==> src/rtl/alen_pkg.sv <==
// Package with the types and constants of the array list engine.
`timescale 1ns / 1ps
`default_nettype none

package alen_pkg;

  localparam int ALEN_DEPTH      = 128;
  localparam int ALEN_WORD_WIDTH = 32;

  localparam int OP_W     = 2;
  localparam int POS_W    = 7;
  localparam int DATA_W   = 32;
  localparam int LENGTH_W = 8;
  localparam int STATUS_W = 2;

  typedef enum logic [OP_W-1:0] {
    OP_APPEND = 2'd0,
    OP_READ   = 2'd1,
    OP_REMOVE = 2'd2
  } alen_op_e;

  typedef enum logic [STATUS_W-1:0] {
    ST_OK    = 2'd0,
    ST_RANGE = 2'd1,
    ST_FULL  = 2'd2
  } alen_status_e;

  typedef struct packed {
    alen_op_e            op;
    logic [POS_W-1:0]    position;
    logic [DATA_W-1:0]   word_in;
  } alen_in_t;

  typedef struct packed {
    logic [DATA_W-1:0]   word_out;
    logic [LENGTH_W-1:0] length;
    alen_status_e        status;
  } alen_out_t;

  // Commands from the controller to the datapath.
  typedef struct packed {
    logic         req_load;
    logic         do_append;
    logic         rd_pos;
    logic         rd_ptr_init;
    logic         shift_step;
    logic         cnt_dec;
    logic         res_write;
    logic         res_from_rd;
    alen_status_e res_status;
    logic         out_load;
  } alen_cmd_t;

  // Status from the datapath to the controller.
  typedef struct packed {
    alen_op_e op;
    logic     pos_ok;
    logic     full;
    logic     init_more;
    logic     step_more;
    logic     out_busy;
  } alen_stat_t;

endpackage

`default_nettype wire

==> src/rtl/alen_ctrl.sv <==
// Controller state machine of the array list engine.
`timescale 1ns / 1ps
`default_nettype none

module alen_ctrl
  import alen_pkg::*;
(
  input  logic       clk_i,
  input  logic       rst_ni,
  input  logic       in_valid_i,
  input  alen_stat_t stat_i,
  output logic       in_stall_o,
  output alen_cmd_t  cmd_o
);

  typedef enum logic [4:0] {
    S_IDLE   = 5'b00001,
    S_EXEC   = 5'b00010,
    S_RDWAIT = 5'b00100,
    S_SHIFT  = 5'b01000,
    S_DONE   = 5'b10000
  } alen_state_e;

  alen_state_e state_q, state_d;

  always_comb begin
    state_d = state_q;
    cmd_o   = '0;
    cmd_o.res_status = ST_OK;
    unique case (state_q)
      S_IDLE: begin
        if (in_valid_i) begin
          cmd_o.req_load = 1'b1;
          state_d = S_EXEC;
        end
      end
      S_EXEC: begin
        state_d = S_DONE;
        cmd_o.res_write = 1'b1;
        unique case (stat_i.op)
          OP_APPEND: begin
            if (stat_i.full) begin
              cmd_o.res_status = ST_FULL;
            end else begin
              cmd_o.do_append = 1'b1;
            end
          end
          OP_READ: begin
            if (!stat_i.pos_ok) begin
              cmd_o.res_status = ST_RANGE;
            end else begin
              cmd_o.res_write = 1'b0;
              cmd_o.rd_pos    = 1'b1;
              state_d = S_RDWAIT;
            end
          end
          OP_REMOVE: begin
            if (!stat_i.pos_ok) begin
              cmd_o.res_status = ST_RANGE;
            end else if (stat_i.init_more) begin
              cmd_o.res_write   = 1'b0;
              cmd_o.rd_ptr_init = 1'b1;
              state_d = S_SHIFT;
            end else begin
              // Removing the last entry needs no shift.
              cmd_o.cnt_dec = 1'b1;
            end
          end
          default: begin
          end
        endcase
      end
      S_RDWAIT: begin
        cmd_o.res_write   = 1'b1;
        cmd_o.res_from_rd = 1'b1;
        state_d = S_DONE;
      end
      S_SHIFT: begin
        cmd_o.shift_step = 1'b1;
        if (!stat_i.step_more) begin
          cmd_o.cnt_dec   = 1'b1;
          cmd_o.res_write = 1'b1;
          state_d = S_DONE;
        end
      end
      S_DONE: begin
        if (!stat_i.out_busy) begin
          cmd_o.out_load = 1'b1;
          state_d = S_IDLE;
        end
      end
      default: begin
        state_d = S_IDLE;
      end
    endcase
  end

  always_ff @(posedge clk_i or negedge rst_ni) begin
    if (!rst_ni) begin
      state_q <= S_IDLE;
    end else begin
      state_q <= state_d;
    end
  end

  assign in_stall_o = state_q != S_IDLE;

endmodule

`default_nettype wire

==> config.mk <==
export PLATFORM = sky130hd
export DESIGN_NAME = alen_ctrl
export DESIGN_NICKNAME = d
export VERILOG_FILES = /design/src/rtl/alen_pkg.sv /design/src/rtl/alen_ctrl.sv
export SDC_FILE = /design/constraint.sdc
export NUM_CORES = 1
export LEC_CHECK = 0
export BUFFER_PORTS_ARGS = -buffer_cell sky130_fd_sc_hd__buf_2
export CELL_PAD_IN_SITES_DETAIL_PLACEMENT = 1
export CELL_PAD_IN_SITES_GLOBAL_PLACEMENT = 2
export CORE_UTILIZATION = 24
export CTS_CLUSTER_DIAMETER = 40
export DETAILED_ROUTE_END_ITERATION = 12
export PLACE_DENSITY = 0.8
export SLEW_MARGIN = 20
export SYNTH_ARGS = -nofsm -noshare
export SYNTH_HDL_FRONTEND = slang
export SYNTH_SLANG_ARGS = --single-unit
==> constraint.sdc <==
create_clock -name clk_i -period 2.3 [get_ports clk_i]
set_input_delay 0.46 -clock clk_i [delete_from_list [all_inputs] [get_ports clk_i]]
set_output_delay 0.46 -clock clk_i [all_outputs]
set_load 0.005 [all_outputs]
==> reports/results.ini <==
[power]
switchingPower_mw = 0.143
p_seq_share_pct = 36.4
power_frac_clock_pct = 25.6
p_leak_nw = 0.355
power_density_nw_per_um2 = 658
peakVddDrop_uv = 206
switching_share_pct = 36.4
pwr-share-comb_pct = 37.9
finalPower_mw = 0.392
p_int_mw = 0.250

[cells_and_area]
layout-drive-gt1-share_pct = 35.4
largest_reg_flops = 5
largestRegisters = state_q x5
final_cells = 104
area.growth.synth_to_final_pct = 37.5
nets = 94
antennaDiodeCount = 0
post-route-util_pct = 34.9
top_register = state_q

[floorplanning]
rows = 15
die_w_um = 44.5
core_um2 = 1710
dieArea_um2 = 1980
die_h_um = 44.5
start_util_pct = 25.4
io-pin-count = 22

[place]
routabilityCongestion = 0.703
dpl_worst_slack_ps = 426
place.port_buffers = 21
dpl.cell_count = 100
hpwl_um = 895

[synth]
ys_warn_count = 0
synth.avg_cell_area_um2 = 8.04
synth_cells = 54
syn_nets = 68
synth_top_cell_by_area = dfrtp_1
synthFlopType = dfrtp_1
yosys-top-cells-area = dfrtp_1 (23%), ha_1 (12%), dfstp_2 (6.1%)
ys_seq_elements = 5
syn_area_um2 = 434
yosysUniqueCellTypes = 29
synth_top_area_share_pct = 23.1
yosysMostFrequentCell = nor2_1
yosysSeqAreaShare_pct = 29.1
async_reset_ff_share_pct = 100
netlist_top_cells_count = nor2_1 (7), inv_1 (6), dfrtp_1 (4), ha_1 (4), nand2_1 (4)
synth_edf_count = 0

[clock_network]
post_cts_buffers = 0
cts_buffers = 3
ctsHoldBuffers = 0
cts_root_buffer = clkbuf_4
cts.sinks = 5
path_clk_slew_ps = 40
htreeDepth = 1
cts_buffer_depth = 2
clk_latency_ps = 240
cts_tree = done
cts_resized = 0

[detailed_routing]
drc = 0
via_per_inst = 4.48
wl_met2_um = 487
postRouteAntennaNets = 0
wl_per_cell_um = 10.2
wl_met3_um = 49
first_iter_violations = 6
top_layer = met4
wirelength_um = 1060
drt_pass1_iterations = 3
num_vias = 466
met1_length_um = 477

[worst_setup_path]
rr_startpoint = state_q[0]
critPathMaxFanout = 6
required_ps = 1840
crit_buf_inv = 1
cpMaxStageDelayCell = dfrtp_1
slowest_delay_ps = 420
endpoint_kind = primary output
cp_cell_sequence = nor2_2, and3_4, nand3_1, o22ai_1, buf_2
r2r_slack_ps = 980
start_kind = flip-flop
cp.arrival_ps = 1500
crit_family = simple AND/OR/NAND/NOR gates
reg2reg_depth = 4
reg2reg_to = state_q[4]
worst-setup-path-type = flip-flop to primary output
crit_start = state_q[3]

[sta]
tightest_slew_ps = 331
slew_viol_final = 0
skew_ps = 1.89
rsz0062_at_grt = false
finalSetupViolations = 0
finalCritPeriodShare_pct = 85.2
hold_viol = 0
layout_setup_ws_ps = 340
slew_headroom_pct = 77.8
fmax_mhz = 510
fin_crit_ps = 1960
finalSetupTns_ps = 0

[grt]
grt_max_degree = 8
antenna_found_initial = 0
first_global_vias = 403
grt_pass1_wl_um = 1730
grt_overflow_total = 0
grt.total_usage_pct = 12.9

[hold_path]
hold_path.class = input port to async pin

[job]
drv_cap = 0

[status]
outcome = complete, no violations

placed cells by master, fill, tap and decap left out, types with 2 or more instances in the layout:
master,instances
buf_2,21
clkbuf_4,3
dfrtp_1,4
ha_1,4
inv_1,6
nand2_1,4
nand2b_1,2
nand3_1,3
nor2_1,7
nor2b_1,2
o21ai_1,2
worst reg2reg max path, stage by stage, from the launching register on:
cell and delay [ps]:
dfstp_2 570, nor2_1 50, and3_4 200, a21boi_2 160, o211a_1 220
routing by layer:
metal / vias up / GRT usage, %
li1: 237 / -
met1: 209 / 14.6
met2: 16 / 18.8
met3: 4 / 2.45
met4: 0 / 14.5
met5: - / 0
power groups by stage:
stage | logic [mW] | registers (mW) | clock network, mW
2_1_floorplan | 0.0995 | 0.136 | 0
3_3_place_gp | 0.151 | 0.141 | 0
3_5_place_dp | 0.153 | 0.143 | 0
4_1_cts | 0.154 | 0.142 | 0.106
5_1_grt | 0.173 | 0.146 | 0.111
6_report | 0.149 | 0.143 | 0.101
how the worst max path moves through the flow:
stage / to / slack [ps] / cells past startpoint
final: cmd_o[5] / 340 / 5
after global routing: cmd_o[2] / 210 / 5
after CTS: cmd_o[5] / 320 / 5
after detailed placement: cmd_o[4] / 430 / 8
after global placement: cmd_o[4] / 430 / 8
after floorplan: cmd_o[4] / 690 / 6
metrics by stage:
| stage | instance area, um2 | hold WS, ps |
|---|---|---|
| 3_3_place_gp | 571 | 279 |
| 6_report | 597 | 25.9 |
| 3_5_place_dp | 571 | 279 |
| 2_1_floorplan | 434 | 164 |
| 4_1_cts | 597 | 17.0 |
| 5_1_grt | 597 | 16.3 |
kinds of logic after synthesis:
family | synth area share (%)
AND/OR/NAND/NOR | 38.0
AO/OA/AOI/OAI | 16.1
buffers and inverters | 5.19
flip-flops | 29.1
adder cells (fa/ha/maj) | 11.5
layout make-up:
type | instances | area [um2]
Fill cell | 226 | 1110
Multi-Input combinational cell | 43 | 285
Sequential cell | 5 | 126
Timing Repair Buffer | 21 | 105
Tap cell | 25 | 31.3
Clock buffer | 4 | 26.3
Inverter | 6 | 22.5
Power figures use the tool's default switching activity.
